$ cat config.mk
export PLATFORM = sky130hd
export DESIGN_NAME = sensor_resistance_classifier_top
export DESIGN_NICKNAME = d
export VERILOG_FILES = /design/src/rsc_pkg.sv /design/src/sensor_resistance_classifier_top.sv /design/src/rsc_accum.sv /design/src/rsc_divider.sv
export VERILOG_INCLUDE_DIRS = /design/src /design/src/src
export SDC_FILE = /design/constraint.sdc
export NUM_CORES = 1
export LEC_CHECK = 0
export ABC_AREA = 1
export BUFFER_PORTS_ARGS = -buffer_cell sky130_fd_sc_hd__clkbuf_2
export CAP_MARGIN = 40
export CORE_MARGIN = 5
export CORE_UTILIZATION = 40
export DETAILED_ROUTE_END_ITERATION = 10
export MAX_ROUTING_LAYER = met4
export PLACE_DENSITY = 0.67
export SLEW_MARGIN = 40
export SYNTH_ARGS = -nofsm -noshare
export SYNTH_HDL_FRONTEND = slang
export SYNTH_SLANG_ARGS = --single-unit
$ cat constraint.sdc
create_clock -name clk -period 11.48 [get_ports clk]
set_input_delay 2.296 -clock clk [delete_from_list [all_inputs] [get_ports clk]]
set_output_delay 2.296 -clock clk [all_outputs]
set_load 0.05 [all_outputs]
$ cat src/assert_macros.svh
// ----------------------------------------------------------------------------
// assert_macros.svh
// shared assertion macros, clocked on clk and disabled while rst_n is low
// ----------------------------------------------------------------------------
`ifndef ASSERT_MACROS_SVH
`define ASSERT_MACROS_SVH

`ifndef ASSERT_OFF

// property must hold at every clock edge out of reset
`define RSC_ASSERT(lbl, prop) \
    lbl: assert property (@(posedge clk) disable iff (!rst_n) (prop)) \
        else $error("assertion failed");

// expression must never be true out of reset
`define RSC_ASSERT_NEVER(lbl, expr) \
    lbl: assert property (@(posedge clk) disable iff (!rst_n) !(expr)) \
        else $error("forbidden condition seen");

`else

`define RSC_ASSERT(lbl, prop)
`define RSC_ASSERT_NEVER(lbl, expr)

`endif

`endif

$ cat src/rsc_pkg.sv
// ----------------------------------------------------------------------------
// rsc_pkg
// shared widths, codes and structs of the sensor resistance classifier
// ----------------------------------------------------------------------------
package rsc_pkg;

    // field widths
    localparam int CHAN_W     = 3;
    localparam int SAMPLE_W   = 10;
    localparam int SUM_W      = 13;
    localparam int CNT_W      = 3;
    localparam int RATIO_W    = 16;
    localparam int CLASS_W    = 3;
    localparam int ENABLE_W   = 8;
    localparam int CFG_IDX_W  = 3;
    localparam int CFG_DATA_W = 16;

    // ratio divider widths: avg*1000 fits 20 bits, 1024-avg fits 11 bits
    localparam int DIVIDEND_W = 20;
    localparam int DIVISOR_W  = 11;

    // class codes
    localparam logic [CLASS_W-1:0] CLASS_NORMAL = 3'd0;
    localparam logic [CLASS_W-1:0] CLASS_LOW    = 3'd1;
    localparam logic [CLASS_W-1:0] CLASS_HIGH   = 3'd2;
    localparam logic [CLASS_W-1:0] CLASS_OPEN   = 3'd3;
    localparam logic [CLASS_W-1:0] CLASS_SHORT  = 3'd4;

    // register indexes
    localparam logic [CFG_IDX_W-1:0] REG_CHANNEL_ENABLE = 3'd0;
    localparam logic [CFG_IDX_W-1:0] REG_NORMAL_UPPER   = 3'd1;
    localparam logic [CFG_IDX_W-1:0] REG_NORMAL_LOWER   = 3'd2;
    localparam logic [CFG_IDX_W-1:0] REG_HIGH_LOWER     = 3'd3;
    localparam logic [CFG_IDX_W-1:0] REG_SHORT_LIMIT    = 3'd4;

    // register reset values
    localparam logic [RATIO_W-1:0] NORMAL_UPPER_RST = 16'd1680;
    localparam logic [RATIO_W-1:0] NORMAL_LOWER_RST = 16'd1220;
    localparam logic [RATIO_W-1:0] HIGH_LOWER_RST   = 16'd750;
    localparam logic [RATIO_W-1:0] SHORT_LIMIT_RST  = 16'd480;

    // finished reading from the accumulator
    typedef struct packed {
        logic              complete;
        logic [CHAN_W-1:0] chan;
        logic [SUM_W-1:0]  sum;
    } acc_reading_t;

    // serial divider status
    typedef struct packed {
        logic busy;
        logic done;
    } div_status_t;

endpackage

$ cat src/sensor_resistance_classifier_top.sv
// ----------------------------------------------------------------------------
// sensor_resistance_classifier_top
// averages samples per channel, derives the resistance ratio and its band
//
//   channel  | signals                                        | direction
//   ---------+------------------------------------------------+----------
//   input    | in_valid, in_ready, chan, sample               | in
//   result   | out_valid, out_ready, chan_out, average,       | out
//            | ratio, sensor_class                            |
//   config   | cfg_valid, cfg_ready, cfg_index, cfg_data      | in
//
// a sample that does not finish a reading leaves input ready for the next sample
// a finishing sample reaches the result register through the average multiply,
//   divider start, 20-step bit-serial ratio divider, done and result load; the
//   load waits for a free result register; input is ready in the next cycle
// input is taken only while no reading is in work; a held result does not
//   block input until the next reading needs the result register
// reset clears all channel sums and counts at once, no clearing pass
// ----------------------------------------------------------------------------
`include "assert_macros.svh"

module sensor_resistance_classifier_top #(
    parameter int SAMPLES_PER_READING = 5,
    parameter int CHANNELS            = 8
) (
    input  logic                              clk,
    input  logic                              rst_n,
    input  logic                              in_valid,
    output logic                              in_ready,
    input  logic [rsc_pkg::CHAN_W-1:0]        chan,
    input  logic [rsc_pkg::SAMPLE_W-1:0]      sample,
    output logic                              out_valid,
    input  logic                              out_ready,
    output logic [rsc_pkg::CHAN_W-1:0]        chan_out,
    output logic [rsc_pkg::SAMPLE_W-1:0]      average,
    output logic [rsc_pkg::RATIO_W-1:0]       ratio,
    output logic [rsc_pkg::CLASS_W-1:0]       sensor_class,
    input  logic                              cfg_valid,
    output logic                              cfg_ready,
    input  logic [rsc_pkg::CFG_IDX_W-1:0]     cfg_index,
    input  logic [rsc_pkg::CFG_DATA_W-1:0]    cfg_data
);

    // average = sum * ceil(2^17 / n) >> 17, exact for sums below 8192
    localparam int AVG_SHIFT = 17;
    localparam int MULT_W    = AVG_SHIFT + 1;
    localparam int PROD_W    = rsc_pkg::SUM_W + MULT_W;
    localparam logic [MULT_W-1:0] AVG_MULT =
        MULT_W'(((2 ** AVG_SHIFT) + SAMPLES_PER_READING - 1) / SAMPLES_PER_READING);

    typedef enum logic [4:0] {
        S_IDLE  = 5'b00001,
        S_MUL   = 5'b00010,
        S_START = 5'b00100,
        S_DIV   = 5'b01000,
        S_EMIT  = 5'b10000
    } state_t;

    state_t                          state_reg, state_next;

    logic [rsc_pkg::ENABLE_W-1:0]    channel_enable_reg;
    logic [rsc_pkg::RATIO_W-1:0]     normal_upper_reg;
    logic [rsc_pkg::RATIO_W-1:0]     normal_lower_reg;
    logic [rsc_pkg::RATIO_W-1:0]     high_lower_reg;
    logic [rsc_pkg::RATIO_W-1:0]     short_limit_reg;

    logic [PROD_W-1:0]               prod_reg;
    logic [rsc_pkg::SAMPLE_W-1:0]    avg_reg;

    logic                            out_valid_reg;
    logic [rsc_pkg::CHAN_W-1:0]      chan_out_reg;
    logic [rsc_pkg::SAMPLE_W-1:0]    average_reg;
    logic [rsc_pkg::RATIO_W-1:0]     ratio_reg;
    logic [rsc_pkg::CLASS_W-1:0]     sensor_class_reg;

    rsc_pkg::acc_reading_t           reading;
    rsc_pkg::div_status_t            div_stat;
    logic [rsc_pkg::DIVIDEND_W-1:0]  quotient;

    logic                            in_xfer;
    logic                            out_free;
    logic                            div_start;
    logic [rsc_pkg::SAMPLE_W-1:0]    avg_calc;
    logic [rsc_pkg::DIVIDEND_W-1:0]  dividend;
    logic [rsc_pkg::DIVISOR_W-1:0]   divisor;
    logic [rsc_pkg::RATIO_W-1:0]     ratio_sat;
    logic [rsc_pkg::CLASS_W-1:0]     class_calc;

    // handshakes
    assign in_ready  = (state_reg == S_IDLE);
    assign in_xfer   = in_valid && in_ready;
    assign out_free  = !out_valid_reg || out_ready;
    assign cfg_ready = 1'b1;
    assign div_start = (state_reg == S_START);

    // configuration registers
    always_ff @(posedge clk or negedge rst_n)
    begin
        if (!rst_n)
        begin
            channel_enable_reg <= '0;
            normal_upper_reg   <= rsc_pkg::NORMAL_UPPER_RST;
            normal_lower_reg   <= rsc_pkg::NORMAL_LOWER_RST;
            high_lower_reg     <= rsc_pkg::HIGH_LOWER_RST;
            short_limit_reg    <= rsc_pkg::SHORT_LIMIT_RST;
        end
        else if (cfg_valid)
        begin
            case (cfg_index)
                rsc_pkg::REG_CHANNEL_ENABLE: channel_enable_reg <= cfg_data[rsc_pkg::ENABLE_W-1:0];
                rsc_pkg::REG_NORMAL_UPPER:   normal_upper_reg   <= cfg_data;
                rsc_pkg::REG_NORMAL_LOWER:   normal_lower_reg   <= cfg_data;
                rsc_pkg::REG_HIGH_LOWER:     high_lower_reg     <= cfg_data;
                rsc_pkg::REG_SHORT_LIMIT:    short_limit_reg    <= cfg_data;
                default: ;
            endcase
        end
    end

    // per-channel accumulation
    rsc_accum #(
        .CHANNELS            (CHANNELS),
        .SAMPLES_PER_READING (SAMPLES_PER_READING)
    ) u_accum (
        .clk            (clk),
        .rst_n          (rst_n),
        .accept         (in_xfer),
        .chan           (chan),
        .sample         (sample),
        .channel_enable (channel_enable_reg),
        .reading        (reading)
    );

    // divider operands: avg*1000 = avg*1024 - avg*16 - avg*8
    always_comb
    begin
        avg_calc = prod_reg[AVG_SHIFT +: rsc_pkg::SAMPLE_W];
        dividend = (rsc_pkg::DIVIDEND_W'(avg_calc) << 10)
                 - (rsc_pkg::DIVIDEND_W'(avg_calc) << 4)
                 - (rsc_pkg::DIVIDEND_W'(avg_calc) << 3);
        divisor  = rsc_pkg::DIVISOR_W'(1024) - rsc_pkg::DIVISOR_W'(avg_calc);
    end

    rsc_divider u_divider (
        .clk      (clk),
        .rst_n    (rst_n),
        .start    (div_start),
        .dividend (dividend),
        .divisor  (divisor),
        .quotient (quotient),
        .status   (div_stat)
    );

    // saturation and band selection, first matching band wins
    always_comb
    begin
        ratio_sat = (|quotient[rsc_pkg::DIVIDEND_W-1:rsc_pkg::RATIO_W]) ?
                    '1 : quotient[rsc_pkg::RATIO_W-1:0];
        if (ratio_sat > normal_lower_reg && ratio_sat <= normal_upper_reg)
            class_calc = rsc_pkg::CLASS_NORMAL;
        else if (ratio_sat >= high_lower_reg && ratio_sat <= normal_lower_reg)
            class_calc = rsc_pkg::CLASS_HIGH;
        else if (ratio_sat > short_limit_reg && ratio_sat <= high_lower_reg)
            class_calc = rsc_pkg::CLASS_LOW;
        else if (ratio_sat <= short_limit_reg)
            class_calc = rsc_pkg::CLASS_SHORT;
        else
            class_calc = rsc_pkg::CLASS_OPEN;
    end

    // sequencer
    always_comb
    begin
        state_next = state_reg;
        case (state_reg)
            S_IDLE:  if (reading.complete) state_next = S_MUL;
            S_MUL:   state_next = S_START;
            S_START: state_next = S_DIV;
            S_DIV:   if (div_stat.done) state_next = S_EMIT;
            S_EMIT:  if (out_free) state_next = S_IDLE;
            default: state_next = S_IDLE;
        endcase
    end

    always_ff @(posedge clk or negedge rst_n)
    begin
        if (!rst_n)
            state_reg <= S_IDLE;
        else
            state_reg <= state_next;
    end

    // average multiply and capture
    always_ff @(posedge clk)
    begin
        if (state_reg == S_MUL)
            prod_reg <= PROD_W'(reading.sum) * PROD_W'(AVG_MULT);
        if (div_start)
            avg_reg <= avg_calc;
    end

    // result register
    always_ff @(posedge clk or negedge rst_n)
    begin
        if (!rst_n)
            out_valid_reg <= 1'b0;
        else if (state_reg == S_EMIT && out_free)
            out_valid_reg <= 1'b1;
        else if (out_ready)
            out_valid_reg <= 1'b0;
    end

    always_ff @(posedge clk)
    begin
        if (state_reg == S_EMIT && out_free)
        begin
            chan_out_reg     <= reading.chan;
            average_reg      <= avg_reg;
            ratio_reg        <= ratio_sat;
            sensor_class_reg <= class_calc;
        end
    end

    assign out_valid    = out_valid_reg;
    assign chan_out     = chan_out_reg;
    assign average      = average_reg;
    assign ratio        = ratio_reg;
    assign sensor_class = sensor_class_reg;

    // checks
    `RSC_ASSERT(a_done_in_div, div_stat.done |-> state_reg == S_DIV)
    `RSC_ASSERT(a_emit_holds, state_reg == S_EMIT && out_valid_reg && !out_ready |=> state_reg == S_EMIT)
    `RSC_ASSERT(a_class_range, out_valid_reg |-> sensor_class_reg <= rsc_pkg::CLASS_SHORT)

endmodule

$ cat src/rsc_accum.sv
// ----------------------------------------------------------------------------
// rsc_accum
// per-channel sample sum and count, reports a channel's sum when full
// ----------------------------------------------------------------------------
module rsc_accum #(
    parameter int CHANNELS            = 8,
    parameter int SAMPLES_PER_READING = 5
) (
    input  logic                            clk,
    input  logic                            rst_n,
    input  logic                            accept,
    input  logic [rsc_pkg::CHAN_W-1:0]      chan,
    input  logic [rsc_pkg::SAMPLE_W-1:0]    sample,
    input  logic [rsc_pkg::ENABLE_W-1:0]    channel_enable,
    output rsc_pkg::acc_reading_t           reading
);

    localparam int IDX_W = (CHANNELS > 1) ? $clog2(CHANNELS) : 1;
    localparam logic [rsc_pkg::CNT_W:0]  SPR_L = (rsc_pkg::CNT_W + 1)'(SAMPLES_PER_READING);
    localparam logic [rsc_pkg::CHAN_W:0] CH_L  = (rsc_pkg::CHAN_W + 1)'(CHANNELS);

    logic [rsc_pkg::SUM_W-1:0]  sum_reg [CHANNELS];
    logic [rsc_pkg::CNT_W-1:0]  cnt_reg [CHANNELS];
    logic [rsc_pkg::SUM_W-1:0]  sum_out_reg;
    logic [rsc_pkg::CHAN_W-1:0] chan_out_reg;

    logic [IDX_W-1:0]           idx;
    logic                       hit;
    logic [rsc_pkg::SUM_W-1:0]  sum_next;
    logic [rsc_pkg::CNT_W:0]    cnt_next;
    logic                       complete;

    // channel lookup and update values
    always_comb
    begin
        idx      = chan[IDX_W-1:0];
        hit      = accept && ({1'b0, chan} < CH_L) && channel_enable[chan];
        sum_next = sum_reg[idx] + rsc_pkg::SUM_W'(sample);
        cnt_next = {1'b0, cnt_reg[idx]} + 1'b1;
        complete = hit && (cnt_next >= SPR_L);
    end

    // per-channel state
    always_ff @(posedge clk or negedge rst_n)
    begin
        if (!rst_n)
        begin
            for (int i = 0; i < CHANNELS; i++)
            begin
                sum_reg[i] <= '0;
                cnt_reg[i] <= '0;
            end
        end
        else if (hit)
        begin
            if (complete)
            begin
                sum_reg[idx] <= '0;
                cnt_reg[idx] <= '0;
            end
            else
            begin
                sum_reg[idx] <= sum_next;
                cnt_reg[idx] <= cnt_next[rsc_pkg::CNT_W-1:0];
            end
        end
    end

    // finished sum held for the ratio stage
    always_ff @(posedge clk)
    begin
        if (complete)
        begin
            sum_out_reg  <= sum_next;
            chan_out_reg <= chan;
        end
    end

    assign reading.complete = complete;
    assign reading.chan     = chan_out_reg;
    assign reading.sum      = sum_out_reg;

endmodule

$ cat src/rsc_divider.sv
// ----------------------------------------------------------------------------
// rsc_divider
// bit-serial restoring divider, one quotient bit per cycle
// ----------------------------------------------------------------------------
`include "assert_macros.svh"

module rsc_divider (
    input  logic                             clk,
    input  logic                             rst_n,
    input  logic                             start,
    input  logic [rsc_pkg::DIVIDEND_W-1:0]   dividend,
    input  logic [rsc_pkg::DIVISOR_W-1:0]    divisor,
    output logic [rsc_pkg::DIVIDEND_W-1:0]   quotient,
    output rsc_pkg::div_status_t             status
);

    localparam int STEPS  = rsc_pkg::DIVIDEND_W;
    localparam int STEP_W = $clog2(STEPS + 1);
    localparam logic [STEP_W-1:0] LAST_STEP = STEP_W'(STEPS - 1);

    logic [rsc_pkg::DIVIDEND_W-1:0] quo_reg;
    logic [rsc_pkg::DIVISOR_W-1:0]  rem_reg;
    logic [rsc_pkg::DIVISOR_W-1:0]  divisor_reg;
    logic [STEP_W-1:0]              step_reg;
    logic                           busy_reg;
    logic                           done_reg;

    logic [rsc_pkg::DIVISOR_W:0]    trial;
    logic [rsc_pkg::DIVISOR_W:0]    diff;
    logic                           fits;

    // one restoring step: shift in the next dividend bit, try to subtract
    always_comb
    begin
        trial = {rem_reg, quo_reg[rsc_pkg::DIVIDEND_W-1]};
        fits  = trial >= {1'b0, divisor_reg};
        diff  = trial - {1'b0, divisor_reg};
    end

    // control
    always_ff @(posedge clk or negedge rst_n)
    begin
        if (!rst_n)
        begin
            busy_reg <= 1'b0;
            done_reg <= 1'b0;
            step_reg <= '0;
        end
        else if (start)
        begin
            busy_reg <= 1'b1;
            done_reg <= 1'b0;
            step_reg <= '0;
        end
        else if (busy_reg)
        begin
            step_reg <= step_reg + 1'b1;
            if (step_reg == LAST_STEP)
            begin
                busy_reg <= 1'b0;
                done_reg <= 1'b1;
            end
        end
        else
        begin
            done_reg <= 1'b0;
        end
    end

    // remainder and quotient shift registers
    always_ff @(posedge clk)
    begin
        if (start)
        begin
            quo_reg     <= dividend;
            rem_reg     <= '0;
            divisor_reg <= divisor;
        end
        else if (busy_reg)
        begin
            quo_reg <= {quo_reg[rsc_pkg::DIVIDEND_W-2:0], fits};
            rem_reg <= fits ? diff[rsc_pkg::DIVISOR_W-1:0] : trial[rsc_pkg::DIVISOR_W-1:0];
        end
    end

    assign quotient    = quo_reg;
    assign status.busy = busy_reg;
    assign status.done = done_reg;

    // checks
    `RSC_ASSERT(a_start_busy, start |=> busy_reg)
    `RSC_ASSERT_NEVER(a_busy_done, busy_reg && done_reg)
    `RSC_ASSERT(a_step_bound, busy_reg |-> step_reg <= LAST_STEP)

endmodule
# After elaboration in Yosys (flattened, before gate mapping)
# Index checks and enable logic that the tools add are counted.
# Widths: inputs -> output; s select.
[totals]
mem_bits_rw = 0
romBits = 0
latchBits = 0
n_memories = 0
ff_bits = 340
[classes]
n_reduce_logical = 22
bitwise = 5
mul = 1
div_mod_pow = 0
shift = 0
muxes = 37
add_sub_neg = 7
n_lt_le_gt_ge = 12
n_eq_ne = 14
[ops]
columns = ["cell", "count"]
rows = [
  ["$and 104x104->104", 1],
  ["$bwmux 104", 1],
  ["$mux 104", 1],
  ["$not 104->104", 1],
  ["$le 16x16->1", 4],
  ["$mux 20", 2],
  ["$bmux 13 s3", 1],
  ["$demux 13 s3", 1],
  ["$mux 13", 3],
  ["$gt 16x16->1", 2],
  ["$mul 13x15->27 const B", 1],
  ["$mux 5", 5],
  ["$pmux 5 s5", 1],
  ["$and 24x24->24", 1],
  ["$bwmux 24", 1],
  ["$mux 24", 1],
  ["$not 24->24", 1],
  ["$sub 20x13->20", 1],
  ["$sub 20x14->20", 1],
  ["$ge 16x16->1", 1],
  ["$mux 16", 1],
  ["$add 13x10->13", 1],
  ["$ge 12x11->1", 1],
  ["$mux 3", 4],
  ["other kinds (36)", 60],
]

# Logic depth before layout (Yosys ltp)
[logic_depth]
ltp_word = 9
depth_mapped = 22

# Modules after synthesis
# Synthesis repeated with hierarchy kept, for this count alone.
[hier_totals]
hier_cells = 2424
hier_area_um2 = 20552.2
[by_module_without_submodules]
columns = ["module", "cells_per_inst", "instances", "area_per_inst_um2"]
rows = [
  ["sensor_resistance_classifier_top", 1263, 1, 10800.4],
  ["rsc_accum", 815, 1, 6927.9],
  ["rsc_divider", 346, 1, 2824.0],
]

# Least setup slack after synthesis
# Ideal clock, no wire load.
[synth_timing]
path_type = "input to register"
start = "input chan[2] in the netlist's numbering"
end = "register u_accum.sum_out_reg[11] in the netlist's numbering, data pin"
setup_slack_ns = 6.532
setup_time_ns = 0.255
t_arrival_ns = 4.693
stages = 14
n_path_buf = 2
path_cell_list = "buf_4 > inv_1 > nand3_1 > clkbuf_1 > o22ai_1 > or4_1 > ha_1 > nand2_1 > inv_1 > a21oi_1 > a21oi_1 > nand3_1 > nand3_1 > and2_1"
[synth_via]
elab_chain_len = 5
[synth_rtl]
columns = ["element", "line_no", "source"]
rows = [
  ["start, declared", "sensor_resistance_classifier_top.sv:30", "input logic [rsc_pkg::CHAN_W-1:0] chan,"],
  ["$not 3->4 (not written as such)", "rsc_accum.sv:38", "sum_next = sum_reg[idx] + rsc_pkg::SUM_W'(sample);"],
  ["$bmux 13 s3", "rsc_accum.sv:38", ""],
  ["$mux 13 (not written as such) (2 in a row)", "rsc_accum.sv:38", ""],
  ["$add 13x10->13", "rsc_accum.sv:38", ""],
  ["via u_accum.sum_next (one bit)", "rsc_accum.sv:29", "logic [rsc_pkg::SUM_W-1:0] sum_next;"],
  ["end signal, assigned", "rsc_accum.sv:74", "sum_out_reg <= sum_next;"],
  ["end, declared", "rsc_accum.sv:24", "logic [rsc_pkg::SUM_W-1:0] sum_out_reg;"],
]
# The timed path passes the listed nets, and every way through them passes these cells. The select of a mux whose other input is x is not followed.
# A chain may end at the register's enable or synchronous reset.

# Final worst setup path
[layout_timing]
start = "input chan[1] in the netlist's numbering"
end = "register u_accum.sum_reg[90] in the netlist's numbering"
[layout_lines]
columns = ["element", "line_no", "source"]
rows = [
  ["$not 3->4 (not written as such)", "rsc_accum.sv:38", ""],
  ["$bmux 13 s3", "rsc_accum.sv:38", ""],
  ["$mux 13 (not written as such) (2 in a row)", "rsc_accum.sv:38", ""],
  ["$add 13x10->13", "rsc_accum.sv:38", ""],
  ["via u_accum.sum_next (one bit)", "rsc_accum.sv:29", ""],
  ["$bwmux 104", "rsc_accum.sv:63", "sum_reg[idx] <= sum_next;"],
  ["$mux 104", "rsc_accum.sv:56", "if (complete)"],
  ["end signal, assigned by index", "rsc_accum.sv:63", ""],
  ["end, declared", "rsc_accum.sv:22", "logic [rsc_pkg::SUM_W-1:0] sum_reg [CHANNELS];"],
]
# The timed path passes the listed nets, and every way through them passes these cells. The select of a mux whose other input is x is not followed.

==> reports/results.tsv <==
stage	metric	value	unit
setup_path	crit_path_max_fanout	14	
grt	pin_count_of_the_biggest_net_entering_global_routing	127	
routing	vias_per_cell	5.136	
floorplan	initial_utilization	40.24	%
logic_synthesis	ys_ff_latch	322	
grt	groute.usage.overall	20.06	%
layout	instances_no_fill	3144	
logic_synthesis	yosys-top-cells-area	dfrtp_1 24%, edfxtp_1 15%, ha_1 12%, nand2_1 11%, inv_1 7.2%	
layout	largest_register_ffs	104	
cts	clock_sinks	322	
routing	dr.first_iter.drc_count	1135	
logic_synthesis	netlist.top_cell.by_area	dfrtp_1	
floorplan	rows	82	
layout	layout.cells.most_common_list	597 x nand2_1, 382 x inv_1, 193 x dfrtp_1	
cts	cts-buffers-inserted	36	
cts	worst_setup_hold_path_clk_slew	0.06	ns
run	drv_cap	0	
outcome	run_status	complete, no violations	
layout	area_growth_syn_to_layout	11.46	%
floorplan	chipHeight	234.2	µm
sta	slew_headroom	44.51	%
logic_synthesis	synth.yosys.seq_area_share	42.37	%
floorplan	coreArea	0.04997	mm²
sta	tightestPinTransition	0.8314	ns
hold_path	hold_path.class	reg2reg	
sta	timing.final.setup_violations	0	
sta	timing.final.max_slew_violations	0	
routing	vias	16147	
place	portBuffers	70	
cts	ctsHtreeMaxLevel	2	
setup_path	path_class	in2reg	
cts	worst_skew_pair.late_latency	0.56	ns
logic_synthesis	synthesis.area	0.02010	mm²
logic_synthesis	syn_inst	2365	
logic_synthesis	synth_fp_nets	2648	
routing	drt_first_pass_iters	6	
sta	hold_viol	0	
sta	finalWorstPathRequiredPeriod	5.872	ns
layout	layout_commonest_cell	nand2_1	
place	detailedPlacementHpwl	38550	µm
power	powerDensity	242.1	mW/mm²
logic_synthesis	syn_avg_cell_area	8.501	µm²
cts	clk_root_buffer_cell	clkbuf_16	
sta	rsz0062_at_grt	false	
grt	globalRoute.totalOverflow	0	
setup_path	ff2ff_setup_slack	6.67	ns
setup_path	timing.reg2reg.worst_path_depth	17	
logic_synthesis	netlist.area_leader.share	24.02	%
routing	drt_drc_violations_left	0	
layout	layout-drive-gt1-share	7.982	%
power	finalPower	5.424	mW
sta	fmax	170.3	MHz
setup_path	cp-end-kind	flip-flop	
grt	grt_pass1_wl	85820	µm
cts	hold_buffers	0	
hold_path	min_to	average[6]$_DFFE_PP_	
cts	ctsResizeCount	0	
routing	totalWireLength	52900	µm
routing	drt-wirelength-per-cell	16.83	µm
logic_synthesis	async_flop_share	66.15	%
setup_path	worst_ep_arrival_time	6.35	ns
cts	cts_tree	done	
sta	worst_clock_skew	0.02155	ns
grt	antenna_found_initial	4	
setup_path	rr_startpoint	u_accum.sum_out_reg[10]$_DFFE_PP_	
logic_synthesis	synth_enable_flop_cells	98	
cts	cts_buffer_depth	3	
hold_path	hold_path_depth	0	
layout	final_util	44.85	%
layout	finalInstanceArea	0.02241	mm²
power	worst_ir_drop_vdd	0.1714	mV
power	power.leakage	10.89	nW
place	place_area	0.02124	mm²
setup_path	r2r-end	prod_reg[25]$_DFFE_PP_	
setup_path	cp_data_required_time	11.96	ns
cts	cts_setup_buffers	0	
hold_path	holdCritStartpoint	avg_reg[6]$_DFFE_PN_	
logic_synthesis	netlist-cell-type-count	50	
logic_synthesis	synth_warnings	0	
sta	fin_tns_setup	0	ns
place	dp_cells	3073	
sta	finalCritPeriodShare	51.15	%
place	gpl.final_weighted_congestion	0.9485	
routing	ant_nets	0	
setup_path	worstSetupStartpointType	input port	
floorplan	top_level_ports	72	
layout	nets	2723	
floorplan	die_x	234.2	µm
grt	vias_in_the_first_global_route	16142	
logic_synthesis	synth_ff_type	dfrtp_1	
floorplan	die_footprint	0.05485	mm²
## how the worst max path moves through the flow
| stage | from | endpoint |
|---|---|---|
| 2_1_floorplan | chan[2] | u_accum.sum_out_reg[11]$_DFFE_PP_ |
| 3_3_place_gp | chan[0] | u_accum.sum_reg[49]$_DFFE_PN0P_ |
| 3_5_place_dp | chan[1] | u_accum.sum_reg[49]$_DFFE_PN0P_ |
| 4_1_cts | chan[1] | u_accum.sum_reg[49]$_DFFE_PN0P_ |
| 5_1_grt | chan[0] | u_accum.sum_reg[101]$_DFFE_PN0P_ |
| 6_report | chan[1] | u_accum.sum_reg[90]$_DFFE_PN0P_ |
## kinds of logic after synthesis
family	synth area share [%]
xor gates and xnor gates	1.655
adders and majority gates	17.51
and+or+nand+nor	19.37
DFF	42.37
buffers and inverters	8.321
AOI/OAI and AO/OA	10.75
other	0.01865
## layer usage
metal | share of wire, % | routed length, µm | GRT usage, %
met3 | 7.0 | 3688 | 4.432
met5 | 0 | 0 | -
met4 | 2.3 | 1230 | 5.249
met2 | 47 | 25120 | 32.38
met1 | 43 | 22860 | 25.80
## cells in the mapped netlist, drive strengths merged (6+ instances only)
cell type / n
inv: 384
dfstp: 20
o22ai: 20
dfrtp: 193
nor3: 13
nor2: 184
dfxtp: 11
edfxtp: 98
nand2: 600
xnor2: 10
buf: 20
fa: 59
a22oi: 9
a21o: 6
ha: 187
a221oi: 9
a21oi: 128
nand4: 30
nand3: 74
o21ai: 196
or2: 9
nand3b: 7
o21bai: 7
clkbuf: 25
xor2: 28
## report_power, final
group	switching [mW]	internal [mW]	total [mW]
combinational	1.64	0.912	2.55
sequential	0.181	1.56	1.74
clock	0.480	0.648	1.13
## cell type report
class / instances / area (µm²)
Sequential cell: 322 / 8518
Clock buffer: 58 / 1077
Tap cell: 672 / 840.8
Clock inverter: 8 / 61.31
Timing Repair Buffer: 82 / 481.7
Fill cell: 4827 / 27560
Antenna cell: 4 / 10.01
Inverter: 388 / 1456
Multi-Input combinational cell: 1610 / 9962
## per-stage QoR
| step | hold slack, ns | setup WS [ns] |
|---|---|---|
| 6_report | 0.4114 | 5.608 |
| 5_1_grt | 0.4246 | 5.173 |
| 4_1_cts | 0.4122 | 5.735 |
| 3_5_place_dp | 0.4045 | 5.177 |
| 3_3_place_gp | 0.4052 | 5.374 |
| 2_1_floorplan | 0.4003 | 6.532 |
## critical path, cell delays in order
cell       delay (ns)
clkbuf_2         0.28
inv_2            0.16
nand3_1          0.52
clkinv_1         0.57
a221oi_1         0.41
o2111ai_1        0.22
ha_1             0.27
fa_1             0.40
nand3_1          0.09
nand3_1          0.13
nand2_1          0.09
nand2_1          0.08
nand2_1          0.07
nand2_1          0.11
nand2_1          0.10
nand2_1          0.06
nand2_1          0.27
nand3_1          0.12
nand2_1          0.09
No activity file was read; power rests on OpenSTA's default activity.
